--- config.mk ---
export PLATFORM = sky130hd
export DESIGN_NAME = step_amplitude_detector_flat
export DESIGN_NICKNAME = d
export VERILOG_FILES = /design/src/sv/sad_pkg.sv /design/src/sv/sad_req_if.sv /design/src/sv/sad_rsp_if.sv /design/src/sv/sad_lane.sv /design/src/sv/sad_merge.sv /design/src/sv/step_amplitude_detector.sv /design/src/flat_wrapper.sv
export SDC_FILE = /design/constraint.sdc
export NUM_CORES = 1
export LEC_CHECK = 0
export BUFFER_PORTS_ARGS = -buffer_cell sky130_fd_sc_hd__buf_2
export CORE_MARGIN = 2
export CORE_UTILIZATION = 30
export CTS_BUF_LIST = sky130_fd_sc_hd__clkbuf_4 sky130_fd_sc_hd__clkbuf_8 sky130_fd_sc_hd__clkbuf_16
export CTS_CLUSTER_DIAMETER = 150
export DETAILED_ROUTE_END_ITERATION = 7
export GPL_ROUTABILITY_DRIVEN = 1
export GPL_TIMING_DRIVEN = 0
export PLACE_DENSITY = 0.55
export SLEW_MARGIN = 10
export SYNTH_ARGS = -nofsm -noshare
export SYNTH_HDL_FRONTEND = slang
export SYNTH_HIERARCHICAL = 1
export SYNTH_SLANG_ARGS = --single-unit
--- constraint.sdc ---
create_clock -name clock -period 14.5 [get_ports clock]
set_input_delay 1.45 -clock clock [delete_from_list [all_inputs] [get_ports clock]]
set_output_delay 1.45 -clock clock [all_outputs]
set_load 0.1 [all_outputs]
--- src/sv/sad_pkg.sv ---
// Shared constants, types and codes of the step amplitude detector.
package sad_pkg;

   localparam int NUM_CHANNELS = 4;
   localparam int MAX_COUNT    = 4095;

   localparam int SAMPLE_W   = 16;
   localparam int COUNT_W    = 12;
   localparam int THRESH_W   = 17;
   localparam int PEAK_W     = 19;
   localparam int STATUS_W   = 2;
   localparam int CSR_IDX_W  = 2;
   localparam int CSR_DATA_W = 17;

   // per-lane history: seven previous samples, window taps at ages 2, 3, 5, 6
   localparam int HIST_DEPTH = 7;
   localparam int DIFF_W     = SAMPLE_W + 2;
   localparam int TOTAL_W    = DIFF_W + $clog2(NUM_CHANNELS);
   localparam int METRIC_W   = TOTAL_W - 1;
   localparam int LIMIT_W    = THRESH_W + 3;
   localparam int WIDE_W     = ((METRIC_W > LIMIT_W) ? METRIC_W : LIMIT_W) + 1;

   localparam logic [COUNT_W-1:0]  FIRST_COMMIT   = COUNT_W'(9);
   localparam logic [COUNT_W-1:0]  COUNT_MAX      = COUNT_W'(MAX_COUNT);
   localparam logic [COUNT_W-1:0]  MIN_LEN_RESET  = COUNT_W'(50);
   localparam logic [LIMIT_W-1:0]  LIMIT_RESET    = LIMIT_W'(6 * 400);
   localparam logic [WIDE_W-1:0]   PEAK_MAX_WIDE  = WIDE_W'((1 << PEAK_W) - 1);

   typedef enum logic [CSR_IDX_W-1:0] {
      CSR_THRESHOLD  = 2'd0,
      CSR_MIN_LENGTH = 2'd1
   } csr_index_type;

   typedef enum logic [STATUS_W-1:0] {
      STATUS_PASS  = 2'd0,
      STATUS_LOW   = 2'd1,
      STATUS_SHORT = 2'd2
   } status_type;

   // control travelling alongside the lane data through the pipeline
   typedef struct packed {
      logic valid;
      logic commit;
      logic eoe;
      logic too_short;
   } ctrl_type;

endpackage

--- src/sv/sad_req_if.sv ---
// Request channel: four channel samples and the end-of-event mark.
interface sad_req_if;
   logic                         valid;
   logic                         ready;
   logic [sad_pkg::SAMPLE_W-1:0] sample_ch0;
   logic [sad_pkg::SAMPLE_W-1:0] sample_ch1;
   logic [sad_pkg::SAMPLE_W-1:0] sample_ch2;
   logic [sad_pkg::SAMPLE_W-1:0] sample_ch3;
   logic                         end_of_event;

   modport source (output valid, sample_ch0, sample_ch1, sample_ch2, sample_ch3,
                   end_of_event, input ready);
   modport sink   (input valid, sample_ch0, sample_ch1, sample_ch2, sample_ch3,
                   end_of_event, output ready);
endinterface

--- src/sv/sad_rsp_if.sv ---
// Result channel: scaled peak amplitude and event status.
interface sad_rsp_if;
   logic                         valid;
   logic                         ready;
   logic [sad_pkg::PEAK_W-1:0]   peak_amplitude_x6;
   logic [sad_pkg::STATUS_W-1:0] event_status;

   modport source (output valid, peak_amplitude_x6, event_status, input ready);
   modport sink   (input valid, peak_amplitude_x6, event_status, output ready);
endinterface

--- src/sv/sad_lane.sv ---
// One channel lane: sample history and its share of the smoothed difference.
module sad_lane (
   input  logic                                clock,
   input  logic                                shift_en,
   input  logic [sad_pkg::SAMPLE_W-1:0]        sample,
   output logic signed [sad_pkg::DIFF_W-1:0]   diff_ff
);

   logic [sad_pkg::SAMPLE_W-1:0]      hist_ff [sad_pkg::HIST_DEPTH];
   logic signed [sad_pkg::DIFF_W-1:0] pos;
   logic signed [sad_pkg::DIFF_W-1:0] neg;
   logic signed [sad_pkg::DIFF_W-1:0] diff_in;

   // taps by age before the shift: t-3, t-4 against t-6, t-7
   always_comb begin
      pos     = $signed(sad_pkg::DIFF_W'(hist_ff[2])) + $signed(sad_pkg::DIFF_W'(hist_ff[3]));
      neg     = $signed(sad_pkg::DIFF_W'(hist_ff[5])) + $signed(sad_pkg::DIFF_W'(hist_ff[6]));
      diff_in = pos - neg;
   end

   // history needs no reset: committed windows only reach samples of the event
   always_ff @(posedge clock) begin
      if (shift_en) begin
         hist_ff[0] <= sample;
         for (int k = 1; k < sad_pkg::HIST_DEPTH; k++) begin
            hist_ff[k] <= hist_ff[k-1];
         end
         diff_ff <= diff_in;
      end
   end

endmodule

--- src/sv/sad_merge.sv ---
// Merge of the lane differences, running peak and result register.
module sad_merge (
   input  logic                                clock,
   input  logic                                reset,
   input  logic                                rsp_ready,
   output logic                                advance,
   input  sad_pkg::ctrl_type                   ctrl0,
   input  logic signed [sad_pkg::DIFF_W-1:0]   lane_diff [sad_pkg::NUM_CHANNELS],
   input  logic [sad_pkg::LIMIT_W-1:0]         limit,
   output logic                                rsp_valid_ff,
   output logic [sad_pkg::PEAK_W-1:0]          rsp_peak_ff,
   output logic [sad_pkg::STATUS_W-1:0]        rsp_status_ff
);

   sad_pkg::ctrl_type                  ctrl1_ff;
   logic [sad_pkg::METRIC_W-1:0]       metric_ff;
   logic [sad_pkg::METRIC_W-1:0]       metric_in;
   logic signed [sad_pkg::TOTAL_W-1:0] total;
   logic [sad_pkg::TOTAL_W-1:0]        magnitude;
   logic [sad_pkg::METRIC_W-1:0]       peak_ff;
   logic [sad_pkg::METRIC_W-1:0]       peak_in;
   logic [sad_pkg::METRIC_W-1:0]       candidate;
   logic [sad_pkg::WIDE_W-1:0]         peak_wide;
   logic [sad_pkg::PEAK_W-1:0]         peak_out;
   logic                               result_due;
   sad_pkg::status_type                status;

   // stall only when a new result meets one still waiting in the result register
   assign result_due = ctrl1_ff.valid && ctrl1_ff.eoe;
   assign advance    = !(result_due && rsp_valid_ff && !rsp_ready);

   // stage 1: adder tree over the lanes, magnitude
   always_comb begin
      total = '0;
      for (int k = 0; k < sad_pkg::NUM_CHANNELS; k++) begin
         total = total + sad_pkg::TOTAL_W'(lane_diff[k]);
      end
      magnitude = (total < 0) ? sad_pkg::TOTAL_W'(-total) : sad_pkg::TOTAL_W'(total);
      metric_in = magnitude[sad_pkg::METRIC_W-1:0];
   end

   // stage 2: peak update and result
   always_comb begin
      candidate = ctrl1_ff.commit ? metric_ff : '0;
      peak_in   = (candidate > peak_ff) ? candidate : peak_ff;
      peak_wide = sad_pkg::WIDE_W'(peak_in);
      peak_out  = (peak_wide > sad_pkg::PEAK_MAX_WIDE) ? sad_pkg::PEAK_W'(sad_pkg::PEAK_MAX_WIDE)
                                                       : sad_pkg::PEAK_W'(peak_wide);
      if (ctrl1_ff.too_short) begin
         status = sad_pkg::STATUS_SHORT;
      end else if (peak_wide < sad_pkg::WIDE_W'(limit)) begin
         status = sad_pkg::STATUS_LOW;
      end else begin
         status = sad_pkg::STATUS_PASS;
      end
   end

   always_ff @(posedge clock) begin
      if (reset) begin
         ctrl1_ff     <= '0;
         peak_ff      <= '0;
         rsp_valid_ff <= 1'b0;
      end else begin
         if (advance) begin
            ctrl1_ff <= ctrl0;
            if (ctrl1_ff.valid) begin
               peak_ff <= ctrl1_ff.eoe ? '0 : peak_in;
            end
         end
         if (advance && result_due) begin
            rsp_valid_ff <= 1'b1;
         end else if (rsp_ready) begin
            rsp_valid_ff <= 1'b0;
         end
      end
   end

   always_ff @(posedge clock) begin
      if (advance) begin
         metric_ff <= metric_in;
         if (result_due) begin
            rsp_peak_ff   <= ctrl1_ff.too_short ? '0 : peak_out;
            rsp_status_ff <= status;
         end
      end
   end

endmodule

--- src/sv/step_amplitude_detector.sv ---
// Step amplitude detector top level: event length count, registers, lanes and merge.
//
// Accepts one request per clock, each carrying one sample of four channels. Four
// lanes keep each channel's history and form its part of the smoothed central
// difference; a merge stage adds the lanes, takes the magnitude and keeps
// the event's running peak. When the request with the end-of-event mark has gone
// through the three-stage pipeline, one result gives the peak scaled by six and the
// status (passed, below threshold, too short). The last request passes the lane and
// merge registers before its result is written. The pipeline holds only when a
// finished result reaches the result register while the previous one is still
// waiting to be taken; otherwise a request is accepted every cycle. Registers are
// written by index: 0 threshold, 1 minimum event length; other indexes are ignored.
module step_amplitude_detector (
   input  logic                             clock,
   input  logic                             reset,
   sad_req_if.sink                          req_ch,
   sad_rsp_if.source                        rsp_ch,
   input  logic                             csr_we,
   input  logic [sad_pkg::CSR_IDX_W-1:0]    csr_index,
   input  logic [sad_pkg::CSR_DATA_W-1:0]   csr_wdata
);

   logic                                advance;
   logic                                accept;
   logic [sad_pkg::COUNT_W-1:0]         index_ff;
   logic [sad_pkg::COUNT_W-1:0]         index_in;
   logic [sad_pkg::COUNT_W-1:0]         count;
   logic [sad_pkg::COUNT_W-1:0]         min_len_ff;
   logic [sad_pkg::LIMIT_W-1:0]         limit_ff;
   logic [sad_pkg::LIMIT_W-1:0]         thresh_ext;
   sad_pkg::ctrl_type                   ctrl0_ff;
   sad_pkg::ctrl_type                   ctrl0_in;
   logic [sad_pkg::SAMPLE_W-1:0]        sample [sad_pkg::NUM_CHANNELS];
   logic signed [sad_pkg::DIFF_W-1:0]   lane_diff [sad_pkg::NUM_CHANNELS];
   logic                                rsp_valid;
   logic [sad_pkg::PEAK_W-1:0]          rsp_peak;
   logic [sad_pkg::STATUS_W-1:0]        rsp_status;

   assign accept       = req_ch.valid && advance;
   assign req_ch.ready = advance;

   assign sample[0] = req_ch.sample_ch0;
   assign sample[1] = req_ch.sample_ch1;
   assign sample[2] = req_ch.sample_ch2;
   assign sample[3] = req_ch.sample_ch3;

   // threshold held as six times its value
   assign thresh_ext = sad_pkg::LIMIT_W'(csr_wdata[sad_pkg::THRESH_W-1:0]);

   always_ff @(posedge clock) begin
      if (reset) begin
         limit_ff   <= sad_pkg::LIMIT_RESET;
         min_len_ff <= sad_pkg::MIN_LEN_RESET;
      end else if (csr_we) begin
         case (csr_index)
            sad_pkg::CSR_THRESHOLD:  limit_ff   <= (thresh_ext << 2) + (thresh_ext << 1);
            sad_pkg::CSR_MIN_LENGTH: min_len_ff <= csr_wdata[sad_pkg::COUNT_W-1:0];
            default: ;
         endcase
      end
   end

   always_comb begin
      count = (index_ff < sad_pkg::COUNT_MAX) ? index_ff + 1'b1 : sad_pkg::COUNT_MAX;
      index_in = req_ch.end_of_event ? '0 : count;
      ctrl0_in.valid     = accept;
      ctrl0_in.commit    = index_ff >= sad_pkg::FIRST_COMMIT;
      ctrl0_in.eoe       = req_ch.end_of_event;
      ctrl0_in.too_short = count < min_len_ff;
   end

   always_ff @(posedge clock) begin
      if (reset) begin
         index_ff <= '0;
         ctrl0_ff <= '0;
      end else begin
         if (accept) begin
            index_ff <= index_in;
         end
         if (advance) begin
            ctrl0_ff <= ctrl0_in;
         end
      end
   end

   for (genvar g = 0; g < sad_pkg::NUM_CHANNELS; g++) begin : g_lane
      sad_lane u_lane (
         .clock    (clock),
         .shift_en (accept),
         .sample   (sample[g]),
         .diff_ff  (lane_diff[g])
      );
   end

   sad_merge u_merge (
      .clock         (clock),
      .reset         (reset),
      .rsp_ready     (rsp_ch.ready),
      .advance       (advance),
      .ctrl0         (ctrl0_ff),
      .lane_diff     (lane_diff),
      .limit         (limit_ff),
      .rsp_valid_ff  (rsp_valid),
      .rsp_peak_ff   (rsp_peak),
      .rsp_status_ff (rsp_status)
   );

   assign rsp_ch.valid             = rsp_valid;
   assign rsp_ch.peak_amplitude_x6 = rsp_peak;
   assign rsp_ch.event_status      = rsp_status;

endmodule

--- src/flat_wrapper.sv ---
// flat-port wrapper written by rule: the top's interface ports become plain ports
module step_amplitude_detector_flat 
  (clock, reset, csr_we, csr_index, csr_wdata, req_ch_valid, req_ch_sample_ch0, req_ch_sample_ch1, req_ch_sample_ch2, req_ch_sample_ch3, req_ch_end_of_event, req_ch_ready, rsp_ch_valid, rsp_ch_peak_amplitude_x6, rsp_ch_event_status, rsp_ch_ready);
  sad_req_if req_ch_i ();
  sad_rsp_if rsp_ch_i ();
  input  logic clock;
  input  logic reset;
  input  logic csr_we;
  input  logic [sad_pkg::CSR_IDX_W-1:0] csr_index;
  input  logic [sad_pkg::CSR_DATA_W-1:0] csr_wdata;
  input wire logic [$bits(req_ch_i.valid)-1:0] req_ch_valid;
  input wire logic [$bits(req_ch_i.sample_ch0)-1:0] req_ch_sample_ch0;
  input wire logic [$bits(req_ch_i.sample_ch1)-1:0] req_ch_sample_ch1;
  input wire logic [$bits(req_ch_i.sample_ch2)-1:0] req_ch_sample_ch2;
  input wire logic [$bits(req_ch_i.sample_ch3)-1:0] req_ch_sample_ch3;
  input wire logic [$bits(req_ch_i.end_of_event)-1:0] req_ch_end_of_event;
  output wire logic [$bits(req_ch_i.ready)-1:0] req_ch_ready;
  output wire logic [$bits(rsp_ch_i.valid)-1:0] rsp_ch_valid;
  output wire logic [$bits(rsp_ch_i.peak_amplitude_x6)-1:0] rsp_ch_peak_amplitude_x6;
  output wire logic [$bits(rsp_ch_i.event_status)-1:0] rsp_ch_event_status;
  input wire logic [$bits(rsp_ch_i.ready)-1:0] rsp_ch_ready;
  assign req_ch_i.valid = req_ch_valid;
  assign req_ch_i.sample_ch0 = req_ch_sample_ch0;
  assign req_ch_i.sample_ch1 = req_ch_sample_ch1;
  assign req_ch_i.sample_ch2 = req_ch_sample_ch2;
  assign req_ch_i.sample_ch3 = req_ch_sample_ch3;
  assign req_ch_i.end_of_event = req_ch_end_of_event;
  assign req_ch_ready = req_ch_i.ready;
  assign rsp_ch_valid = rsp_ch_i.valid;
  assign rsp_ch_peak_amplitude_x6 = rsp_ch_i.peak_amplitude_x6;
  assign rsp_ch_event_status = rsp_ch_i.event_status;
  assign rsp_ch_i.ready = rsp_ch_ready;
  step_amplitude_detector u_core (.clock(clock), .reset(reset), .req_ch(req_ch_i), .rsp_ch(rsp_ch_i), .csr_we(csr_we), .csr_index(csr_index), .csr_wdata(csr_wdata));
endmodule
# After elaboration in Yosys (flattened, before gate mapping)
# Memories as Yosys holds them, arrays and structs flattened.
# Index checks and enable logic that the tools add are counted.
[op_classes] n_addsub=18 n_lt_le_gt_ge=6 n_eq_ne=1 muxes=11 bitwise_logic=1 reduce_logical=13
[ops] op="$add A16 B16 Y17" n=8
[ops] op="$mux W19" n=4
[ops] op="$sub A17 B17 Y18" n=4
[ops] op="$add A19 B18 Y20" n=2
[ops] op="$mux W12" n=2
[ops] op="$add A20 B18 Y20" n=1
[ops] op="$lt A19 B20 Y1" n=1
[ops] op="$lt A20 B1 Y1 const B" n=1
[ops] op="$add A18 B18 Y19" n=1
[ops] op="$gt A19 B19 Y1" n=1
[ops] op="$neg A19 Y19" n=1
[ops] op="$add A12 B1 Y12 const B" n=1
[ops] op="$ge A12 B4 Y1 const B" n=1
[ops] op="$lt A12 B12 Y1" n=1
[ops] op="$lt A12 B12 Y1 const B" n=1
[ops] op="$reduce_and A2 Y1" n=4
[ops] op="$logic_and A1 B1 Y1" n=5
[ops] op="$mux W1" n=5
[ops] op="$eq A2 B1 Y1 const B" n=1
[ops] op="$logic_not A1 Y1" n=2
[ops] op="$logic_not A2 Y1" n=1
[ops] op="$reduce_bool A2 Y1" n=1
[ops] op="$not A1 Y1" n=1
[word_totals] register_bits=184 ram_bits=448 in_bits=89 out_inout_bits=23 word_cells=74 memories=4
[memory_table] memory="u_core.g_lane[0].u_lane.hist_ff" depth=7 width=16 read_ports=7 rd_ports_with_merged_regs=0 write_ports=7 line_no="sad_lane.sv:9" source="logic [sad_pkg::SAMPLE_W-1:0] hist_ff [sad_pkg::HIST_DEPTH];"
[memory_table] memory="u_core.g_lane[1].u_lane.hist_ff" depth=7 width=16 read_ports=7 rd_ports_with_merged_regs=0 write_ports=7 line_no="sad_lane.sv:9"
[memory_table] memory="u_core.g_lane[2].u_lane.hist_ff" depth=7 width=16 read_ports=7 rd_ports_with_merged_regs=0 write_ports=7 line_no="sad_lane.sv:9"
[memory_table] memory="u_core.g_lane[3].u_lane.hist_ff" depth=7 width=16 read_ports=7 rd_ports_with_merged_regs=0 write_ports=7 line_no="sad_lane.sv:9"

# Depth between registers and ports, before layout
# Gate-level depths: netlist (run 1).
[logic_depth] word_depth=7 depth_mapped=24 ltp_nobuf=21

# Hierarchy
# Netlist (run 1), hierarchy kept.
[by_module_without_submodules] module="sad_merge" instances=1 cells_each=630 area_per_inst_um2=5723.0 seq_area_each_um2=1681.6
[by_module_without_submodules] module="sad_lane (u_core.g_lane[3].u_lane)" instances=1 cells_each=350 area_per_inst_um2=5654.2 seq_area_each_um2=3903.7
[by_module_without_submodules] module="sad_lane (u_core.g_lane[2].u_lane)" instances=1 cells_each=348 area_per_inst_um2=5632.9 seq_area_each_um2=3903.7
[by_module_without_submodules] module="sad_lane (u_core.g_lane[0].u_lane)" instances=1 cells_each=341 area_per_inst_um2=5629.1 seq_area_each_um2=3903.7
[by_module_without_submodules] module="sad_lane (u_core.g_lane[1].u_lane)" instances=1 cells_each=325 area_per_inst_um2=5606.6 seq_area_each_um2=3903.7
[by_module_without_submodules] module="step_amplitude_detector" instances=1 cells_each=423 area_per_inst_um2=3325.7 seq_area_each_um2=940.9

# Least setup slack after synthesis (run 1)
# OpenSTA, ideal clock, no wires.
[synth_path] kind="input -> register" startpoint="input rsp_ch_ready" endpoint="register u_core/index_ff[4] (netlist bit)" arrival_time_ns=14.246 required_ns=14.386 path_slack_ns=0.141 stages=7 n_path_buf=1 path_cell_list="nor2b_1 > nand3_1 > buf_4 > nand2_1 > inv_1 > a41oi_1 > nor3_1"
[synth_between] elab_chain_len=4
[synth_lines] element="start, declared" line_no="flat_wrapper.sv:21" source="input wire logic [$bits(rsp_ch_i.ready)-1:0] rsp_ch_ready;"
[synth_lines] element="$logic_not A1 Y1" line_no="sad_merge.sv:30" source="assign advance = !(result_due && rsp_valid_ff && !rsp_ready);"
[synth_lines] element="$logic_and A1 B1 Y1" line_no="sad_merge.sv:30"
[synth_lines] element="$logic_not A1 Y1" line_no="sad_merge.sv:30"
[synth_lines] element="net req_ch_ready" line_no="flat_wrapper.sv:17" source="output wire logic [$bits(req_ch_i.ready)-1:0] req_ch_ready;"
[synth_lines] element="$logic_and A1 B1 Y1" line_no="step_amplitude_detector.sv:39" source="assign accept = req_ch.valid && advance;"
[synth_lines] element="net u_core.accept" line_no="step_amplitude_detector.sv:24" source="logic accept;"
[synth_lines] element="end signal, assigned" line_no="step_amplitude_detector.sv:78" source="index_ff <= index_in;"
[synth_lines] element="end, declared" line_no="step_amplitude_detector.sv:25" source="logic [sad_pkg::COUNT_W-1:0] index_ff;"
# The timed path passes the listed nets, and every way through them passes these cells.
# A chain may end at the register's enable or synchronous reset.

# Final worst setup path (run 1)
[layout_path] startpoint="register u_core/u_merge/ctrl1_ff[2] (netlist bit)" endpoint="register u_core/u_merge/rsp_status_ff[0] (netlist bit), data pin"
[layout_between] elab_chain_len=5
[layout_lines] element="start, declared" line_no="sad_merge.sv:15" source="sad_pkg::ctrl_type ctrl1_ff;"
[layout_lines] element="start signal, assigned" line_no="sad_merge.sv:65" source="ctrl1_ff <= ctrl0;"
[layout_lines] element="$mux W19 *" line_no="sad_merge.sv:44" source="candidate = ctrl1_ff.commit ? metric_ff : '0;"
[layout_lines] element="$gt A19 B19 Y1" line_no="sad_merge.sv:45" source="peak_in = (candidate > peak_ff) ? candidate : peak_ff;"
[layout_lines] element="$mux W19 *" line_no="sad_merge.sv:45"
[layout_lines] element="net u_core.u_merge.peak_in, one bit" line_no="sad_merge.sv:21" source="logic [sad_pkg::METRIC_W-1:0] peak_in;"
[layout_lines] element="$lt A19 B20 Y1 *" line_no="sad_merge.sv:51" source="end else if (peak_wide < sad_pkg::WIDE_W'(limit)) begin"
[layout_lines] element="$mux W1 *" line_no="sad_merge.sv:51"
[layout_lines] element="end signal, assigned" line_no="sad_merge.sv:83" source="rsp_status_ff <= status;"
[layout_lines] element="end, declared" line_no="sad_merge.sv:12" source="output logic [sad_pkg::STATUS_W-1:0] rsp_status_ff"
# The timed path passes the listed nets; every way through them passes the cells marked *.

==> results.json, run 1 <==
{
  "cts_resized": 0,
  "cpPeakStageDelay_ns": 0.67,
  "clock_path_buffers": 3,
  "crit_arrival_ns": 5.76,
  "synth_area_mm2": 0.0316,
  "power_mw": 8.33,
  "powerDensity_mw_per_mm2": 228,
  "syn_to_final_growth_pct": 15.9,
  "critPathSlowestCell": "or4b_2",
  "grt_max_degree": 122,
  "r2r-start": "u_core/u_merge/ctrl1_ff[2]",
  "startpoint_type": "flop",
  "seqCellArea_mm2": 0.0182,
  "yosys_warnings": 6,
  "die_x_um": 328,
  "worstPathRequired_ns": 14.88,
  "maxSlewViolCount": 0,
  "wl_per_cell_um": 14.0,
  "drt_wl_total_um": 56900,
  "endpoint_kind": "flop",
  "fillCellCount": 10300,
  "drtPass1Iterations": 5,
  "grt_pass1_vias": 17600,
  "place.gp.congestion": 0.827,
  "avgSynthCellArea_um2": 13.1,
  "avgViaCountPerCell": 4.29,
  "synthCells": 2417,
  "crit_type": "reg2reg",
  "hp-start": "u_core/g_lane[2].u_lane/hist_ff[1][11]",
  "rrSetupSlack_ns": 9.13,
  "skew_ns": 0.0392,
  "io_pins": 112,
  "async_flop_share": 0,
  "nNetsFinal": 3024,
  "dieHeight_um": 328,
  "row_count": 119,
  "ff2ff_path_depth": 22,
  "r2r_end": "u_core/u_merge/rsp_status_ff[0]",
  "numCtsBuffers": 74,
  "final_layout_size_suffix_gt1_frac": 0.123,
  "portBuffers": 110,
  "fin_crit_sh": 0.371,
  "synth_fp_nets": 2833,
  "grt_pass1_wl_um": 93100,
  "dieArea_mm2": 0.108,
  "start_util": 0.301,
  "worstHoldEndpoint": "u_core/g_lane[2].u_lane/hist_ff[2][11]",
  "whs_path_depth": 0,
  "cts-root-buf": "clkbuf_16",
  "diodes": 0,
  "maxCapViolCount": 0,
  "hold_viol_final": 0,
  "cp_cell_sequence": "clkbuf_1, and2_1, ha_1, nor2b_1, o21a_1, o21a_1, o2111ai_1, a21oi_1, a211oi_1, o21ai_1, buf_2, buf_2, mux2i_1, inv_1, ha_1, nand2_1, or4b_2, nor3_1, nand4_1, or2_2, o2111ai_1, o21ba_2",
  "cts_setup_buffers": 0,
  "rsz0062_at_grt": "no",
  "multiInputGateArea_mm2": 0.0113,
  "holdBufCountCts": 0,
  "dr.first_iter.drc_count": 1037,
  "outcome": "finished clean",
  "vias": 17400,
  "max_slew_margin": 0.354,
  "synth-edff-count": 560,
  "route.detailed.drc": 0,
  "antenna_found_initial": 1,
  "peakVddDrop_uv": 244,
  "synth-seq-cells": 631,
  "synth_cell_types": 101,
  "cts_tree": "yes",
  "dp_hpwl_um": 40900,
  "htree_levels": 3,
  "max_freq_ghz": 0.186,
  "synth_ff_type": "edfxtp_1",
  "gr-total-overflow": 0,
  "dp_cells": 3923,
  "stdcell_count": 4055,
  "tns_ns": 0,
  "clkLatencyLatePin_ns": 0.64,
  "worst-path-max-fanout": 10,
  "coreArea_mm2": 0.105,
  "synth-seq-area-share": 0.578,
  "layout_min_cycle_time_ns": 5.37,
  "p_leak_nw": 14.9,
  "worstHoldPathType": "reg2reg",
  "antenna_left": 0,
  "clock-sinks": 631,
  "setup_viol": 0,
  "worst_pin_slew_ns": 0.969,
  "track_usage": 0.108,
  "clk_pin_slew_ns": 0.06
}
-- layout make-up --
type                    instances  share of cell area
flip-flops and latches        631               0.498
multi-input cells            1274               0.310
clock buffers                  83              0.0526
inverters                     463              0.0477
well taps                    1391              0.0475
clock inverters                49              0.0185
repair buffers                115              0.0185
plain buffers                  49             0.00718
-- stage by stage --
stage | utilization | worst slack, ns | hold WS [ns] | cell area, um^2
2_1_floorplan | - | 0.141 | 0.400 | 31600
6_report | 0.349 | 9.13 | 0.393 | 36600
4_1_cts | 0.349 | 9.07 | 0.400 | 36600
5_1_grt | 0.349 | 8.73 | 0.406 | 36600
3_3_place_gp | 0.323 | -4.39 | 0.400 | 33900
3_5_place_dp | 0.324 | 8.64 | 0.405 | 34000
-- placed cells by master (no fill, tap or decap), types with 71 or more instances in the layout --
cell type,count
nand2_1,127
nor2_1,95
dfxtp_1,71
fa_1,166
buf_2,124
ha_1,161
clkbuf_16,74
a21oi_1,111
edfxtp_1,560
inv_1,462
-- Yosys cell counts (all sizes together), types with 16 or more instances --
master,instances,area [um^2]
nor2b,16,110
dfxtp,71,1420
o21a,16,120
inv,463,1740
xor2,35,307
mux2i,24,240
a211oi,21,205
o211ai,24,185
xnor2,57,522
a31oi,18,134
nor3,24,140
a21o,41,312
o31ai,16,135
buf,27,179
nand2,130,495
nand3,34,170
a21oi,116,599
clkbuf,22,83.8
and2,22,138
nor2,96,360
nand4,26,169
o21ai,97,500
fa,166,3320
edfxtp,560,16800
ha,161,2010
-- registers in the layout, summed over array words and instances, names as in the netlist, 12 cells and up --
name                          count
u_core/min_len_ff                12
u_core/u_merge/rsp_peak_ff       19
u_core/g_lane.u_lane/diff_ff     72
u_core/u_merge/peak_ff           19
u_core/g_lane.u_lane/hist_ff    448
u_core/u_merge/metric_ff         19
u_core/limit_ff                  19
u_core/index_ff                  12
-- report_power, final --
part	internal, mW	total, mW	switching (mW)
clock network	1.20	1.96	0.763
logic	1.59	3.85	2.26
registers	2.44	2.52	0.0813
-- worst max-delay path, delay by kind of cell (launching register included) --
family | cells | cell delay [ns]
AO/OA/AOI/OAI | 8 | 1.28
adder cells (fa/ha/maj) | 2 | 0.54
buffers and inverters | 4 | 0.82
flip-flops | 1 | 0.32
multiplexers | 1 | 0.33
AND/OR/NAND/NOR | 7 | 1.82
-- routing by layer --
metal | global-route usage | part of all wire | vias to the layer above
met3 | 0.0229 | 0.043 | 84
li1 | - | - | 8730
met5 | 0 | 0 | -
met4 | 0.0336 | 0.022 | 0
met2 | 0.170 | 0.46 | 284
met1 | 0.148 | 0.48 | 8317
-- worst max-delay path by stage --
stage | startpoint | endpoint | slack (ns) | cells past startpoint
final | u_core/u_merge/ctrl1_ff[2] | u_core/u_merge/rsp_status_ff[0] | 9.13 | 22
after global routing | u_core/u_merge/ctrl1_ff[2] | u_core/u_merge/rsp_status_ff[0] | 8.73 | 22
after CTS | u_core/u_merge/ctrl1_ff[2] | u_core/u_merge/rsp_status_ff[0] | 9.07 | 22
after detailed placement | rsp_ch_ready | u_core/g_lane[1].u_lane/hist_ff[0][3] | 8.64 | 9
after global placement | rsp_ch_ready | u_core/index_ff[4] | -4.39 | 8
after floorplan | rsp_ch_ready | u_core/index_ff[4] | 0.14 | 7
-- cells by family after synthesis --
logic type,count (synthesis),synth area share
multiplexers,28,0.00915
flip-flops,631,0.578
other,1,0.000119
adder cells (fa/ha/maj),327,0.169
AO/OA/AOI/OAI,413,0.0887
AND/OR/NAND/NOR,413,0.0657
XOR/XNOR,92,0.0262
buffers and inverters,512,0.0634
Power figures use the tool's default switching activity.
==> run 2, diff against run 1 <==
- PLACE_DENSITY: 0.55 -> 0.54
- clock period: 14.5 -> 5.2 ns (I/O delays scaled with it)
==> run 2 against run 1 <==
Compared with the run above: final cell count increased by 0.20%; critical path type unchanged; critical endpoint unchanged; flip-flop and latch count unchanged; largest cell class unchanged; non-clock buffer count increased by 9.
==> results.json, run 2 (synthesis gave the netlist of run 1 again) <==
{
  "track_usage": 0.109,
  "vias": 17600,
  "design_area_mm2": 0.0367,
  "setup_ws_ns": 0.356,
  "peakVddDrop_uv": 750,
  "dieHeight_um": 328,
  "setup_viol": 0,
  "route.detailed.drc": 0,
  "cts_tree": "yes",
  "dp_hpwl_um": 42000,
  "layout_common_cells": "560 x edfxtp_1, 462 x inv_1, 166 x fa_1",
  "gr-total-overflow": 0,
  "highest_layer": "met4",
  "row_count": 119,
  "dr.first_iter.drc_count": 1027,
  "worst-path-max-fanout": 18,
  "layout_min_cycle_time_ns": 4.84,
  "nNetsFinal": 3033,
  "diodes": 0,
  "start_util": 0.301,
  "multiInputGateArea_mm2": 0.0114,
  "grt_max_degree": 41,
  "place_ws_ns": -0.260,
  "outcome": "finished clean",
  "largest_reg_flops": 448,
  "cts-root-buf": "clkbuf_16",
  "clock_path_buffers": 3,
  "worstHoldPathType": "in2reg",
  "place.gp.congestion": 0.828,
  "startpoint_type": "flop",
  "drtPass1Iterations": 5,
  "antenna_left": 0,
  "dpl_cell_area_mm2": 0.0342,
  "io_pins": 112,
  "rsz0062_at_grt": "no",
  "reg.largest.list": "u_core/g_lane.u_lane/hist_ff x448, u_core/g_lane.u_lane/diff_ff x72",
  "grt_pass1_wl_um": 94300,
  "endpoint_kind": "flop",
  "maxCapViolCount": 0,
  "skew_ns": 0.0311,
  "powerDensity_mw_per_mm2": 627,
  "die_x_um": 328,
  "p_leak_nw": 14.9,
  "wl_per_cell_um": 14.1,
  "drt-met1-wl_um": 27200,
  "worstPathRequired_ns": 5.57,
  "fin_crit_sh": 0.932,
  "dieArea_mm2": 0.108,
  "drt_wl_total_um": 57300,
  "crit_type": "reg2reg",
  "clk_pin_slew_ns": 0.06,
  "fillCellCount": 10400,
  "hold_viol_final": 0,
  "power_mw": 23.0,
  "wl_met2_um": 26100,
  "avgViaCountPerCell": 4.32,
  "seqCellArea_mm2": 0.0182,
  "wl_met3_um": 2340,
  "max_freq_ghz": 0.206,
  "portBuffers": 110,
  "top_register": "u_core/g_lane.u_lane/hist_ff",
  "whs_ns": 0.0645,
  "syn_to_final_growth_pct": 16.3,
  "worst_pin_slew_ns": 0.902,
  "clkLatencyLatePin_ns": 0.63,
  "grt_pass1_vias": 17700,
  "maxSlewViolCount": 0,
  "clock-sinks": 631,
  "numCtsBuffers": 74,
  "crit_arrival_ns": 5.21,
  "coreArea_mm2": 0.105,
  "max_slew_margin": 0.399,
  "final_common_cell": "edfxtp_1",
  "htree_levels": 3,
  "final_layout_size_suffix_gt1_frac": 0.131,
  "antenna_found_initial": 2,
  "holdBufCountCts": 0
}
==> run 2: cell count changes in the layout (fill, tap and decap cells not counted), sizes merged <==
cell / change
inv: -5
clkinv: +4
clkinvlp: +2
clkbuf: +4
buf: +9
bufinv: -6
==> run 2: repair_timing <==
action	in CTS	in global routing
setup endpoints to repair	1	1
setup buffers	0	0
resized for setup	7	9
==> run 2: power breakdown <==
group          switching, mW  internal, mW  leakage [nW]  total, mW
Combinational           6.35          4.47          7.70       10.8
Clock                   2.10          3.08          1.20       5.18
Sequential             0.218          6.80          6.05       7.02
Total                   8.67          14.3          14.9       23.0
==> run 2: path summary, 6_finish.rpt <==
kind | startpoint | to | slack (ns) | depth (start not counted)
setup reg to reg | u_core/u_merge/ctrl1_ff[2] | u_core/u_merge/rsp_status_ff[0] | 0.36 | 21
hold reg to reg | u_core/g_lane[3].u_lane/hist_ff[1][0] | u_core/g_lane[3].u_lane/hist_ff[2][0] | 0.40 | 0
setup / recovery | u_core/u_merge/ctrl1_ff[2] | u_core/u_merge/rsp_status_ff[0] | 0.36 | 21
hold / removal | req_ch_sample_ch0[3] | u_core/g_lane[0].u_lane/hist_ff[0][3] | 0.06 | 1
==> run 2: metal layers <==
metal	global-route usage	vias to the layer above
li1	-	8759
met1	0.149	8414
met2	0.171	282
met3	0.0234	101
met4	0.0379	0
met5	0	-
==> run 2: worst max-delay path: stages, from the launching register on <==
cell and delay, ns:
dfxtp_1 0.31, clkbuf_2 0.15, and2_1 0.17, ha_1 0.28, nor2b_1 0.13, o21a_1 0.16
o21a_1 0.16, o2111ai_1 0.18, a21oi_1 0.12, a211oi_2 0.25, o21ai_1 0.10, buf_4 0.26
mux2i_2 0.28, inv_1 0.07, ha_1 0.30, nand2_1 0.05, or4b_2 0.70, nor3_4 0.24
nand4_1 0.14, or2_2 0.29, o2111ai_1 0.07, o21ba_2 0.18
==> run 2: metrics by stage <==
step           TNS (ns)  cells  utilization
6_report              0   4063        0.350
5_1_grt               0   4063        0.350
4_1_cts               0   4063        0.350
3_5_place_dp     -0.260   3933        0.326
3_3_place_gp   -4396.52   3918        0.324
2_1_floorplan  -2445.90   2417            -
==> run 2: final cells by class <==
class / instances / share of cell area
plain buffers: 48 / 0.00726
clock buffers: 87 / 0.0536
clock inverters: 44 / 0.0129
inverters: 463 / 0.0474
multi-input cells: 1274 / 0.311
flip-flops and latches: 631 / 0.497
well taps: 1391 / 0.0474
repair buffers: 125 / 0.0230
